===== config.mk =====
export PLATFORM = sky130hd
export DESIGN_NAME = ipv6_extension_header_walker_flat
export DESIGN_NICKNAME = d
export VERILOG_FILES = /design/src/rtl/core/ipv6ehw_pkg.sv /design/src/rtl/core/ipv6ehw_if.sv /design/src/rtl/core/ipv6ehw_in_reg.sv /design/src/rtl/core/ipv6ehw_walker.sv /design/src/rtl/core/ipv6_extension_header_walker.sv /design/src/flat_wrapper.sv
export SDC_FILE = /design/constraint.sdc
export NUM_CORES = 1
export LEC_CHECK = 0
export BUFFER_PORTS_ARGS = -buffer_cell sky130_fd_sc_hd__buf_2
export CAP_MARGIN = 0
export CORE_MARGIN = 2
export CORE_UTILIZATION = 60
export DETAILED_ROUTE_END_ITERATION = 8
export GPL_TIMING_DRIVEN = 0
export PLACE_DENSITY = 0.79
export REMOVE_ABC_BUFFERS = 1
export SKIP_CTS_REPAIR_TIMING = 1
export SLEW_MARGIN = 20
export SYNTH_ARGS = -nofsm -noshare
export SYNTH_HDL_FRONTEND = slang
export SYNTH_SLANG_ARGS = --single-unit

===== constraint.sdc =====
create_clock -name clk -period 14.22 [get_ports clk]
set_input_delay 2.844 -clock clk [delete_from_list [all_inputs] [get_ports clk]]
set_output_delay 2.844 -clock clk [all_outputs]
set_load 0.05 [all_outputs]

===== src/rtl/core/ipv6ehw_pkg.sv =====
`default_nettype none
// ----------------------------------------------------------------------------
// IPv6 extension header walker package
// Widths, next-header codes, fixed header offsets and the parser phase type.
// ----------------------------------------------------------------------------
package ipv6ehw_pkg;

  localparam int POS_W = 17;
  localparam int LEN_W = 16;

  localparam logic [POS_W-1:0] POS_MAX        = {POS_W{1'b1}};
  localparam logic [POS_W-1:0] POS_PLEN_HI    = 17'd4;
  localparam logic [POS_W-1:0] POS_PLEN_LO    = 17'd5;
  localparam logic [POS_W-1:0] POS_NEXT_HDR   = 17'd6;
  localparam logic [POS_W-1:0] POS_FIXED_LAST = 17'd39;
  localparam logic [POS_W-1:0] FIXED_HDR_LEN  = 17'd40;

  localparam logic [7:0] NH_HOPOPT   = 8'd0;
  localparam logic [7:0] NH_TCP      = 8'd6;
  localparam logic [7:0] NH_UDP      = 8'd17;
  localparam logic [7:0] NH_ROUTING  = 8'd43;
  localparam logic [7:0] NH_FRAGMENT = 8'd44;
  localparam logic [7:0] NH_ICMPV6   = 8'd58;
  localparam logic [7:0] NH_NONE     = 8'd59;
  localparam logic [7:0] NH_DSTOPT   = 8'd60;

  typedef enum logic [2:0] {
    PH_FIXED,
    PH_EXT,
    PH_ROUTE,
    PH_FRAG,
    PH_TCP,
    PH_DONE
  } phase_t;

  // Registered input item handed from the input stage to the walker.
  typedef struct packed {
    logic       valid;
    logic [7:0] pkt_byte;
    logic       last_byte;
  } item_t;

endpackage : ipv6ehw_pkg
`default_nettype wire


===== src/rtl/core/ipv6ehw_if.sv =====
`default_nettype none
// ----------------------------------------------------------------------------
// IPv6 extension header walker channels
// Byte stream channel and per-packet result channel, valid/ready handshake.
// ----------------------------------------------------------------------------
interface ipv6ehw_byte_if;
  logic       valid;
  logic       ready;
  logic [7:0] pkt_byte;
  logic       last_byte;

  modport source (output valid, output pkt_byte, output last_byte, input ready);
  modport sink (input valid, input pkt_byte, input last_byte, output ready);
endinterface : ipv6ehw_byte_if

interface ipv6ehw_res_if;
  logic        valid;
  logic        ready;
  logic        found;
  logic [7:0]  proto;
  logic [16:0] payload_offset;
  logic [15:0] payload_len;
  logic        has_frag;
  logic        later_fragment;
  logic        routing_error;
  logic [16:0] error_pointer;

  modport source (output valid, output found, output proto, output payload_offset,
                  output payload_len, output has_frag, output later_fragment,
                  output routing_error, output error_pointer, input ready);
  modport sink (input valid, input found, input proto, input payload_offset,
                input payload_len, input has_frag, input later_fragment,
                input routing_error, input error_pointer, output ready);
endinterface : ipv6ehw_res_if
`default_nettype wire


===== src/rtl/core/ipv6ehw_in_reg.sv =====
`default_nettype none
// ----------------------------------------------------------------------------
// IPv6 extension header walker input register
// Captures one byte item and holds it until the walker takes it.
// ----------------------------------------------------------------------------
module ipv6ehw_in_reg
  import ipv6ehw_pkg::*;
(
  input  wire logic     clk,
  input  wire logic     rst,
  ipv6ehw_byte_if.sink  pkt,
  input  wire logic     take,
  output item_t         item
);

  logic       valid;
  logic [7:0] pkt_byte;
  logic       last_byte;

  // A new item may enter when the register is empty or being emptied.
  assign pkt.ready = !valid || take;

  always_ff @(posedge clk) begin
    if (rst) begin
      valid <= 1'b0;
    end else if (pkt.ready) begin
      valid <= pkt.valid;
    end
  end

  always_ff @(posedge clk) begin
    if (pkt.valid && pkt.ready) begin
      pkt_byte  <= pkt.pkt_byte;
      last_byte <= pkt.last_byte;
    end
  end

  assign item.valid     = valid;
  assign item.pkt_byte  = pkt_byte;
  assign item.last_byte = last_byte;

endmodule : ipv6ehw_in_reg
`default_nettype wire


===== src/rtl/core/ipv6ehw_walker.sv =====
`default_nettype none
// ----------------------------------------------------------------------------
// IPv6 extension header walker core
// Per-packet header chain state, one byte per cycle unless a waiting result stalls it, and the result register.
// ----------------------------------------------------------------------------
module ipv6ehw_walker
  import ipv6ehw_pkg::*;
(
  input  wire logic      clk,
  input  wire logic      rst,
  input  wire item_t     item,
  output logic           take,
  ipv6ehw_res_if.source  res
);

  localparam logic [POS_W-1:0] REL_NH       = 17'd0;
  localparam logic [POS_W-1:0] REL_LEN      = 17'd1;
  localparam logic [POS_W-1:0] REL_FOFF_HI  = 17'd2;
  localparam logic [POS_W-1:0] REL_FOFF_LO  = 17'd3;
  localparam logic [POS_W-1:0] REL_SEGS     = 17'd3;
  localparam logic [POS_W-1:0] REL_TCP_DOFF = 17'd12;
  localparam logic [POS_W-1:0] FRAG_HDR_LEN = 17'd8;
  localparam logic [5:0]       MIN_L4_LEN   = 6'd8;

  // Per-packet state.
  phase_t           phase,    phase_next;
  logic [POS_W-1:0] pos,      pos_next;
  logic [LEN_W-1:0] iplen,    iplen_next;
  logic [7:0]       first_nh, first_nh_next;
  logic [7:0]       cur_nh,   cur_nh_next;
  logic [POS_W-1:0] hstart,   hstart_next;
  logic [POS_W-1:0] hend,     hend_next;
  logic             fseen,    fseen_next;
  logic             fnz,      fnz_next;

  // Decision of the current byte.
  logic             fin;
  logic             fin_found;
  logic             fin_rerr;
  logic [POS_W-1:0] fin_off;
  logic [POS_W-1:0] fin_ptr;

  logic             do_walk;
  logic             do_chk;
  logic [5:0]       chk_need;
  logic [POS_W-1:0] lim;
  logic [POS_W-1:0] rel;
  logic             active;
  logic [11:0]      ext_bytes;
  logic [POS_W-1:0] hend_calc;
  logic             fnz_low;
  logic [7:0]       b;

  // Result register contents.
  logic             out_valid;
  logic             r_found;
  logic [7:0]       r_proto;
  logic [16:0]      r_off;
  logic [15:0]      r_len;
  logic             r_has_frag;
  logic             r_later;
  logic             r_rerr;
  logic [16:0]      r_ptr;

  logic             n_found;
  logic [7:0]       n_proto;
  logic [16:0]      n_off;
  logic [15:0]      n_len;
  logic [16:0]      n_ptr;

  assign take = item.valid && (!out_valid || res.ready);

  assign b         = item.pkt_byte;
  assign lim       = {1'b0, iplen} + FIXED_HDR_LEN;
  assign rel       = pos - hstart;
  assign active    = (pos >= hstart);
  assign ext_bytes = {1'b0, b, 3'b000} + 12'd8;
  assign hend_calc = hstart + {5'b00000, ext_bytes};
  assign fnz_low   = fnz || (b[7:3] != 5'd0);

  // Next state and decision for the byte in the input register.
  always_comb begin
    phase_next    = phase;
    pos_next      = (pos != POS_MAX) ? pos + 17'd1 : pos;
    iplen_next    = iplen;
    first_nh_next = first_nh;
    cur_nh_next   = cur_nh;
    hstart_next   = hstart;
    hend_next     = hend;
    fseen_next    = fseen;
    fnz_next      = fnz;
    fin           = 1'b0;
    fin_found     = 1'b0;
    fin_rerr      = 1'b0;
    fin_off       = hstart;
    fin_ptr       = hstart + 17'd3;
    do_walk       = 1'b0;
    do_chk        = 1'b0;
    chk_need      = MIN_L4_LEN;

    case (phase)
      PH_FIXED: begin
        if (pos == POS_PLEN_HI) begin
          iplen_next = {b, 8'h00};
        end else if (pos == POS_PLEN_LO) begin
          iplen_next = {iplen[15:8], b};
        end else if (pos == POS_NEXT_HDR) begin
          first_nh_next = b;
        end else if (pos == POS_FIXED_LAST) begin
          hstart_next = FIXED_HDR_LEN;
          cur_nh_next = first_nh;
          do_walk     = 1'b1;
        end
      end
      PH_EXT, PH_ROUTE: begin
        if (active) begin
          if (rel == REL_NH) begin
            cur_nh_next = b;
          end else if (rel == REL_LEN) begin
            hend_next = hend_calc;
            if (phase == PH_EXT) begin
              hstart_next = hend_calc;
              do_walk     = 1'b1;
            end
          end else if (rel == REL_SEGS) begin
            if (b != 8'd0) begin
              fin      = 1'b1;
              fin_rerr = 1'b1;
            end else begin
              hstart_next = hend;
              do_walk     = 1'b1;
            end
          end
        end
      end
      PH_FRAG: begin
        if (active) begin
          if (rel == REL_NH) begin
            cur_nh_next = b;
            fseen_next  = 1'b1;
            fnz_next    = 1'b0;
          end else if (rel == REL_FOFF_HI) begin
            fnz_next = (b != 8'd0);
          end else if (rel == REL_FOFF_LO) begin
            fnz_next    = fnz_low;
            hstart_next = hstart + FRAG_HDR_LEN;
            if (fnz_low) begin
              // A later fragment carries no upper header; report what follows.
              fin       = 1'b1;
              fin_found = 1'b1;
              fin_off   = hstart + FRAG_HDR_LEN;
            end else begin
              do_walk = 1'b1;
            end
          end
        end
      end
      PH_TCP: begin
        if (active && rel == REL_TCP_DOFF) begin
          do_chk   = 1'b1;
          chk_need = {b[7:4], 2'b00};
        end
      end
      default: begin
      end
    endcase

    if (do_walk) begin
      if (cur_nh_next == NH_NONE || hstart_next >= lim) begin
        fin = 1'b1;
      end else begin
        case (cur_nh_next)
          NH_HOPOPT, NH_DSTOPT: phase_next = PH_EXT;
          NH_ROUTING:           phase_next = PH_ROUTE;
          NH_FRAGMENT:          phase_next = PH_FRAG;
          NH_ICMPV6, NH_UDP:    do_chk     = 1'b1;
          NH_TCP: begin
            // Only a first fragment needs the TCP data offset to be seen.
            if (fseen_next && !fnz_next) begin
              phase_next = PH_TCP;
            end else begin
              fin       = 1'b1;
              fin_found = 1'b1;
              fin_off   = hstart_next;
            end
          end
          default: begin
            fin       = 1'b1;
            fin_found = 1'b1;
            fin_off   = hstart_next;
          end
        endcase
      end
    end

    if (do_chk) begin
      fin     = 1'b1;
      fin_off = hstart_next;
      fin_found = !(fseen_next && !fnz_next &&
                    ((lim - hstart_next) < {11'd0, chk_need}));
    end

    // A truncated packet ends the walk with nothing found.
    if (item.last_byte && phase != PH_DONE && !fin) begin
      fin       = 1'b1;
      fin_found = 1'b0;
      fin_rerr  = 1'b0;
    end

    if (fin) begin
      phase_next = PH_DONE;
    end

    if (phase == PH_DONE) begin
      // Bytes after the decision only advance the position.
      phase_next    = PH_DONE;
      iplen_next    = iplen;
      first_nh_next = first_nh;
      cur_nh_next   = cur_nh;
      hstart_next   = hstart;
      hend_next     = hend;
      fseen_next    = fseen;
      fnz_next      = fnz;
    end
  end

  // Result fields of the decision.
  always_comb begin
    n_found = fin_found;
    n_proto = fin_found ? cur_nh_next : first_nh_next;
    n_off   = fin_found ? fin_off : '0;
    n_len   = (fin_found && lim >= fin_off) ? 16'(lim - fin_off) : '0;
    n_ptr   = fin_rerr ? fin_ptr : '0;
  end

  always_ff @(posedge clk) begin
    if (rst) begin
      phase    <= PH_FIXED;
      pos      <= '0;
      iplen    <= '0;
      first_nh <= '0;
      cur_nh   <= '0;
      hstart   <= FIXED_HDR_LEN;
      hend     <= '0;
      fseen    <= 1'b0;
      fnz      <= 1'b0;
    end else if (take) begin
      if (item.last_byte) begin
        // The last byte of a packet leaves a clean state for the next one.
        phase    <= PH_FIXED;
        pos      <= '0;
        iplen    <= '0;
        first_nh <= '0;
        cur_nh   <= '0;
        hstart   <= FIXED_HDR_LEN;
        hend     <= '0;
        fseen    <= 1'b0;
        fnz      <= 1'b0;
      end else begin
        phase    <= phase_next;
        pos      <= pos_next;
        iplen    <= iplen_next;
        first_nh <= first_nh_next;
        cur_nh   <= cur_nh_next;
        hstart   <= hstart_next;
        hend     <= hend_next;
        fseen    <= fseen_next;
        fnz      <= fnz_next;
      end
    end
  end

  always_ff @(posedge clk) begin
    if (rst) begin
      out_valid <= 1'b0;
    end else if (take && fin) begin
      out_valid <= 1'b1;
    end else if (res.ready) begin
      out_valid <= 1'b0;
    end
  end

  always_ff @(posedge clk) begin
    if (take && fin) begin
      r_found    <= n_found;
      r_proto    <= n_proto;
      r_off      <= n_off;
      r_len      <= n_len;
      r_has_frag <= fseen_next;
      r_later    <= fnz_next;
      r_rerr     <= fin_rerr;
      r_ptr      <= n_ptr;
    end
  end

  // The result register only loads fields computed before the end-of-packet clear.
  always_comb begin
    res.valid          = out_valid;
    res.found          = r_found;
    res.proto          = r_proto;
    res.payload_offset = r_off;
    res.payload_len    = r_len;
    res.has_frag       = r_has_frag;
    res.later_fragment = r_later;
    res.routing_error  = r_rerr;
    res.error_pointer  = r_ptr;
  end

`ifndef NO_ASSERTIONS
  a_done_silent: assert property (@(posedge clk) disable iff (rst)
    (take && phase == PH_DONE) |-> !fin)
    else $error("decided packet produced a second result");

  a_last_clears: assert property (@(posedge clk) disable iff (rst)
    (take && item.last_byte) |=> (phase == PH_FIXED && pos == '0))
    else $error("packet state not cleared after last byte");

  a_hstart_floor: assert property (@(posedge clk) disable iff (rst)
    hstart >= FIXED_HDR_LEN)
    else $error("header start below the fixed header end");

  a_found_offset: assert property (@(posedge clk) disable iff (rst)
    (out_valid && r_found) |-> (r_off >= FIXED_HDR_LEN && !r_rerr))
    else $error("found result with bad offset or routing error");

  a_stall_holds: assert property (@(posedge clk) disable iff (rst)
    (out_valid && !res.ready) |=> (out_valid && $stable(r_off) && $stable(r_proto)))
    else $error("result changed while stalled");
`endif

endmodule : ipv6ehw_walker
`default_nettype wire


===== src/rtl/core/ipv6_extension_header_walker.sv =====
`default_nettype none
// ----------------------------------------------------------------------------
// IPv6 extension header walker
// Follows the next-header chain of a byte-serial IPv6 packet and reports the
// upper-layer protocol, payload offset and length, and fragment flags.
// ----------------------------------------------------------------------------
// Channel  Dir  Item                         Accepted when
// pkt      in   pkt_byte, last_byte          pkt.valid && pkt.ready
// res      out  one result per packet        res.valid && res.ready
//
// One byte is accepted every cycle while results are taken.
// The byte that decides a packet is walked while it sits in the input register;
// its result is registered when the walker takes it and offered from the next cycle.
// A waiting result stalls the walker; the input register still takes one item.
// rst is synchronous and clears the packet state and both valid flags.
// ----------------------------------------------------------------------------
module ipv6_extension_header_walker
  import ipv6ehw_pkg::*;
(
  input  wire logic     clk,
  input  wire logic     rst,
  ipv6ehw_byte_if.sink  pkt,
  ipv6ehw_res_if.source res
);

  item_t item;
  logic  take;

  ipv6ehw_in_reg u_in_reg (
    .clk  (clk),
    .rst  (rst),
    .pkt  (pkt),
    .take (take),
    .item (item)
  );

  ipv6ehw_walker u_walker (
    .clk  (clk),
    .rst  (rst),
    .item (item),
    .take (take),
    .res  (res)
  );

endmodule : ipv6_extension_header_walker
`default_nettype wire


===== src/flat_wrapper.sv =====
// flat-port wrapper written by rule: the top's interface ports become plain ports
module ipv6_extension_header_walker_flat import ipv6ehw_pkg::*;
  (clk, rst, pkt_valid, pkt_pkt_byte, pkt_last_byte, pkt_ready, res_valid, res_found, res_proto, res_payload_offset, res_payload_len, res_has_frag, res_later_fragment, res_routing_error, res_error_pointer, res_ready);
  ipv6ehw_byte_if pkt_i ();
  ipv6ehw_res_if res_i ();
  input  wire logic clk;
  input  wire logic rst;
  input wire logic [$bits(pkt_i.valid)-1:0] pkt_valid;
  input wire logic [$bits(pkt_i.pkt_byte)-1:0] pkt_pkt_byte;
  input wire logic [$bits(pkt_i.last_byte)-1:0] pkt_last_byte;
  output wire logic [$bits(pkt_i.ready)-1:0] pkt_ready;
  output wire logic [$bits(res_i.valid)-1:0] res_valid;
  output wire logic [$bits(res_i.found)-1:0] res_found;
  output wire logic [$bits(res_i.proto)-1:0] res_proto;
  output wire logic [$bits(res_i.payload_offset)-1:0] res_payload_offset;
  output wire logic [$bits(res_i.payload_len)-1:0] res_payload_len;
  output wire logic [$bits(res_i.has_frag)-1:0] res_has_frag;
  output wire logic [$bits(res_i.later_fragment)-1:0] res_later_fragment;
  output wire logic [$bits(res_i.routing_error)-1:0] res_routing_error;
  output wire logic [$bits(res_i.error_pointer)-1:0] res_error_pointer;
  input wire logic [$bits(res_i.ready)-1:0] res_ready;
  assign pkt_i.valid = pkt_valid;
  assign pkt_i.pkt_byte = pkt_pkt_byte;
  assign pkt_i.last_byte = pkt_last_byte;
  assign pkt_ready = pkt_i.ready;
  assign res_valid = res_i.valid;
  assign res_found = res_i.found;
  assign res_proto = res_i.proto;
  assign res_payload_offset = res_i.payload_offset;
  assign res_payload_len = res_i.payload_len;
  assign res_has_frag = res_i.has_frag;
  assign res_later_fragment = res_i.later_fragment;
  assign res_routing_error = res_i.routing_error;
  assign res_error_pointer = res_i.error_pointer;
  assign res_i.ready = res_ready;
  ipv6_extension_header_walker u_core (.clk(clk), .rst(rst), .pkt(pkt_i), .res(res_i));
endmodule

# Word level (Yosys, flattened, before mapping)
# Index checks and enable logic that the tools add are counted.
# classes
eq_ne,26
magnitude_cmp,4
add_sub_neg,9
reduce_logical,44
n_mux,127
# op_table
op,count
$mux 17,34
$mux 8,16
$mux 16,4
$mux 1,57
$eq 17x3->1 const B,3
$ge 17x17->1,3
$pmux 17 s3,1
$eq 8x6->1 const B,5
$eq 17x2->1 const B,2
$pmux 17 s2,1
$sub 17x17->17,2
$mux 3,6
$add 16x6->17 const B,1
$add 17x1->17 const B,1
$add 17x12->17,1
$add 17x2->17 const B,1
$add 17x4->17 const B,1
$eq 17x1->1 const B,1
$eq 17x4->1 const B,1
$eq 17x6->1 const B,1
$logic_not 17->1,1
$lt 17x6->1,1
$ne 17x17->1 const B,1
$pmux 8 s2,1
other kinds (33),64
# totals
word_cells,232
ff_bits,161
output_inout_bits,64

# Logic depth before layout (Yosys ltp)
# logic_depth
depth_word,20
ltp_mapped,50
ltp_nobuf,48

# By module
# A second synthesis with hierarchy kept.
# unflattened
cells_unflattened,1547
area_unflattened_um2,12634.6
# modules_own_cells
module,cells_each,n_inst,area_each_um2
ipv6ehw_walker,1531,1,12294.3
ipv6ehw_in_reg,16,1,340.3

# Worst setup path before layout
# OpenSTA, ideal clock, no wires.
# synth_path
path_type,register to register
startpoint,register u_core.u_walker.hstart[9]
endpoint,register u_core.u_walker.r_len[7] (netlist: u_core.u_walker.res.payload_len[7]) (data pin)
stages_incl_launch_ff,49
slack_ps,4383
period_less_slack_ps,9837
setup_ps,276
arrival_ps,9562
cell_sequence,dfxtp_1 -> clkbuf_1 -> inv_1 -> ha_1 -> buf_6 -> a21oi_4 -> o211ai_1 -> a41o_1 -> or3_4 -> a2111oi_4 -> nand2_4 -> or4_4 -> o21ai_0 -> nand2_1 -> a221o_1 -> o31ai_1 -> o31ai_1 -> a31oi_1 -> [... 13 more ...] -> buf_2 -> mux2i_1 -> ha_1 -> o21ai_0 -> a21oi_1 -> o21ai_0 -> a21boi_0 -> o21ai_0 -> a21oi_1 -> o21ai_0 -> nand2b_1 -> a31oi_1 -> o21ai_0 -> a21o_1 -> a21o_1 -> a21oi_1 -> clkbuf_1 -> nor4_1
# synth_via
elab_chain_cells,18
elab_cells_between_ends,107
# synth_rtl
element,line_no,source
from (decl),ipv6ehw_walker.sv:31,"logic [POS_W-1:0] hstart, hstart_next;"
from (signal assigned),ipv6ehw_walker.sv:265,hstart <= hstart_next;
branches (longest 18 deep; another with $sub 17x17->17),-,
to (signal assigned),ipv6ehw_walker.sv:288,r_len <= n_len;
to (decl),ipv6ehw_walker.sv:59,logic [15:0] r_len;
# Parallel ways; which one is timed is not known.
# A chain may end at the register's enable or synchronous reset.

# Final worst setup path
# layout_path
startpoint,register u_core.u_walker.hstart[6]
endpoint,register u_core.u_walker.r_len[9] (netlist: u_core.u_walker.res.payload_len[9]) (data pin)
# The elaborated chain is that of the path after synthesis.

==> results.json <==
{
  "status": "finished, final reports clean",
  "cts-htree-levels": 4,
  "synth_area_per_cell_sq_um": 8.18,
  "end_kind": "flip-flop",
  "cp-start-kind": "flip-flop",
  "yosys_register_bits": 161,
  "leakage_nw": 5.33,
  "die_area_sq_um": 21600,
  "post-route-period-util_pct": 91.7,
  "coreArea_sq_um": 20100,
  "synth_xor_xnor_area_share_pct": 6.51,
  "via_count": 11800,
  "maxCapViolCount": 0,
  "wl_mm": 37.6,
  "fp.dieW_microns": 147,
  "root_buffer": "clkbuf_16",
  "grt_pass1_vias": 11000,
  "critPathMaxStageDelay_ns": 0.83,
  "synthSimpleGateAreaFrac_pct": 21.5,
  "synth-main-ff-cell": "dfxtp_1",
  "slew_headroom_pct": 22.5,
  "async_reset_ff_share_pct": 0,
  "via_per_inst": 6.53,
  "fillers": 1718,
  "setup_viol": 0,
  "drt.antenna.violating_nets": 0,
  "fp.dieH_microns": 147,
  "whs_ns": 0.473,
  "cts.path.max_buffers": 2,
  "rsz0062_at_grt": "false",
  "path_clk_slew_ns": 0.08,
  "crit_type": "flip-flop to flip-flop",
  "worstMarginPinSlew_ns": 1.15,
  "drv_slew": 0,
  "synth.distinct_cells": 87,
  "yosys_warnings": 0,
  "postSynthCellCount": 1496,
  "worstHoldPathType": "flip-flop to flip-flop",
  "max-vdd-ir-drop_mv": 0.0755,
  "final-instance-count-excl-fill": 1813,
  "crit_buf_inv": 2,
  "worstPathMaxFanout": 17,
  "grt-ovfl-total": 0,
  "grt_max_degree": 76,
  "hold_viol": 0,
  "worstPathArrival_ns": 13.20,
  "fmaxAchievable_ghz": 0.0767,
  "clock_latency_ns": 0.45,
  "gp_congestion": 0.991,
  "grt_pass1_wl_mm": 59.7,
  "row_count": 52,
  "placed_cells": 1779,
  "drt-initial-drc-count": 1443,
  "synth_seq_area_share_pct": 32.1,
  "synthToLayoutAreaGrowth_pct": 9.52,
  "post-route-min-period_ns": 13.04,
  "wl_per_cell_microns": 20.7,
  "syn_area_sq_um": 12200,
  "track_usage_pct": 35.1,
  "synth_fa_ha_area_share_pct": 8.55,
  "cts_buffers": 17,
  "finClkSkew_ns": 0.0119,
  "antenna_found_initial": 0,
  "synth-compound-area-share_pct": 23.1,
  "cp_top_family": "compound AO/OA/AOI/OAI gates",
  "powerDensity_nw_per_um2": 80.3,
  "port_buffers": 76,
  "start_util_pct": 60.9,
  "final_nets": 1622,
  "synth_mux_area_share_pct": 3.00,
  "final_common_cell": "nor2_1",
  "cts_sinks": 161,
  "final.setup.tns_ns": 0,
  "required_ns": 14.37,
  "layout-drive-gt1-share_pct": 10.1,
  "cpMostUsedCell": "o21ai_0",
  "cp_slowest_cell": "a21oi_1",
  "io_pins": 77,
  "drt_pass1_iterations": 8,
  "synth_top_family_by_area": "compound AO/OA/AOI/OAI gates",
  "synth_edf_count": 71,
  "final_cell_mix": "205 x nor2_1, 104 x nand2_1, 98 x a21oi_1, 90 x dfxtp_1, 87 x o21ai_0",
  "dp_hpwl_mm": 28.3,
  "route.detailed.drc": 0,
  "cts_tree": "done"
}
-- power by group --
part / internal (W) / leakage (nW) / total (W) / switching [W]
registers: 0.000485 / 1.50 / 0.000494 / 0.00000906
clock network: 0.000242 / 0.302 / 0.000481 / 0.000240
logic: 0.0000348 / 3.53 / 0.000101 / 0.0000662
-- final timing paths --
path / from / endpoint / slack, ns / cells past startpoint
worst max-delay path: u_core.u_walker.hstart[6] / u_core.u_walker.res.payload_len[9] / 1.18 / 45
worst min-delay path: u_core.u_walker.iplen[0] / u_core.u_walker.iplen[0] / 0.47 / 2
worst max register to register: u_core.u_walker.hstart[6] / u_core.u_walker.res.payload_len[9] / 1.18 / 45
worst min register to register: u_core.u_walker.iplen[0] / u_core.u_walker.iplen[0] / 0.47 / 2
-- per-layer routing --
metal,routed length (microns),GRT usage [%],up-vias
met5,0,0,-
met4,1580,15.0,0
met3,3420,5.43,127
met2,16600,54.9,645
met1,16000,48.5,5528
li1,-,-,5535
-- logic make-up (layout without fill, tap and decap cells) --
kind of cell    after synthesis  after routing
simple gates                548            548
compound gates              418            418
flops                       161            161
buf+inv                     160            205
xor+xnor                     91             91
fa+ha+maj                    82             82
mux                          36             36
other cells                   0              2
-- metrics by stage --
step / area (sq um) / power [W] / setup slack, ns / utilization (%)
final: 13400 / 0.00108 / 1.18 / 66.7
after global placement: 12700 / 0.000600 / 1.46 / 63.0
after floorplan: 12000 / 0.000570 / 4.05 / -
after detailed placement: 12800 / 0.000602 / 1.69 / 63.5
after global routing: 13400 / 0.00110 / 0.390 / 66.6
after CTS: 13400 / 0.00107 / 1.66 / 66.6
-- registers in the layout, indices dropped and copies added, names as in the netlist, 3 cells and up --
| register | flops |
|---|---|
| u_core.u_walker.cur_nh | 8 |
| u_core.u_walker.res.payload_len | 16 |
| u_core.u_walker.pos | 17 |
| u_core.u_walker.res.proto | 8 |
| u_core.u_walker.first_nh | 8 |
| u_core.u_walker.res.payload_offset | 17 |
| u_core.u_walker.hend | 17 |
| u_core.u_walker.iplen | 16 |
| u_core.u_walker.phase | 3 |
| u_core.u_walker.hstart | 17 |
| u_core.u_in_reg.pkt_byte | 8 |
| u_core.u_walker.res.error_pointer | 17 |
-- synthesized netlist by cell type, types with 4 or more instances --
master,n,area [sq um]
a31oi_1,12,75.1
o21ai_1,7,35.0
nand3_1,48,240
mux2_2,5,56.3
nor2_1,206,773
buf_2,7,35.0
xnor2_1,73,639
a211oi_1,8,60.1
clkinv_1,5,18.8
o2111ai_1,5,43.8
nor3_1,30,150
o31ai_1,9,67.6
or4_1,6,45.0
inv_1,87,327
a21o_1,21,158
a22oi_1,56,420
a221o_1,4,40.0
nand2_1,104,390
or3_1,11,68.8
o21ai_0,87,435
and3_1,10,62.6
a221oi_1,7,61.3
xor2_1,18,158
o22ai_1,13,81.3
a21oi_1,98,490
o21a_1,15,113
mux2i_1,31,310
a21boi_0,7,52.6
a211o_1,5,43.8
ha_1,78,976
o32ai_1,5,43.8
a2bb2oi_1,6,52.6
nand2b_1,17,106
edfxtp_1,71,2130
clkbuf_1,55,206
and2_1,13,81.3
dfxtp_1,90,1800
or2_2,9,56.3
nand4_1,27,169
nor4_1,32,200
o21bai_1,6,45.0
nor2b_1,15,93.8
-- worst reg2reg max path: cells and delay by family (launching register included) --
kind	cells	cell delay, ns
adders and majority gates	3	1.15
and+or+nand+nor	10	3.08
AOI/OAI and AO/OA	29	6.98
DFF	1	0.53
buffers and inverters	2	0.53
muxes	1	0.49
-- cell type report --
cell class                 count  area [sq um]  share of cell area, %
inverter                      92           348                   2.60
sequential                   161          3930                   29.4
antenna                        2          5.00                 0.0373
clock buffer                  17           425                   3.17
tap                          270           338                   2.52
multi-input combinational   1175          7700                   57.5
clock inverter                15           204                   1.52
timing repair buffer          81           447                   3.33
No activity file was read; power rests on OpenSTA's default activity.
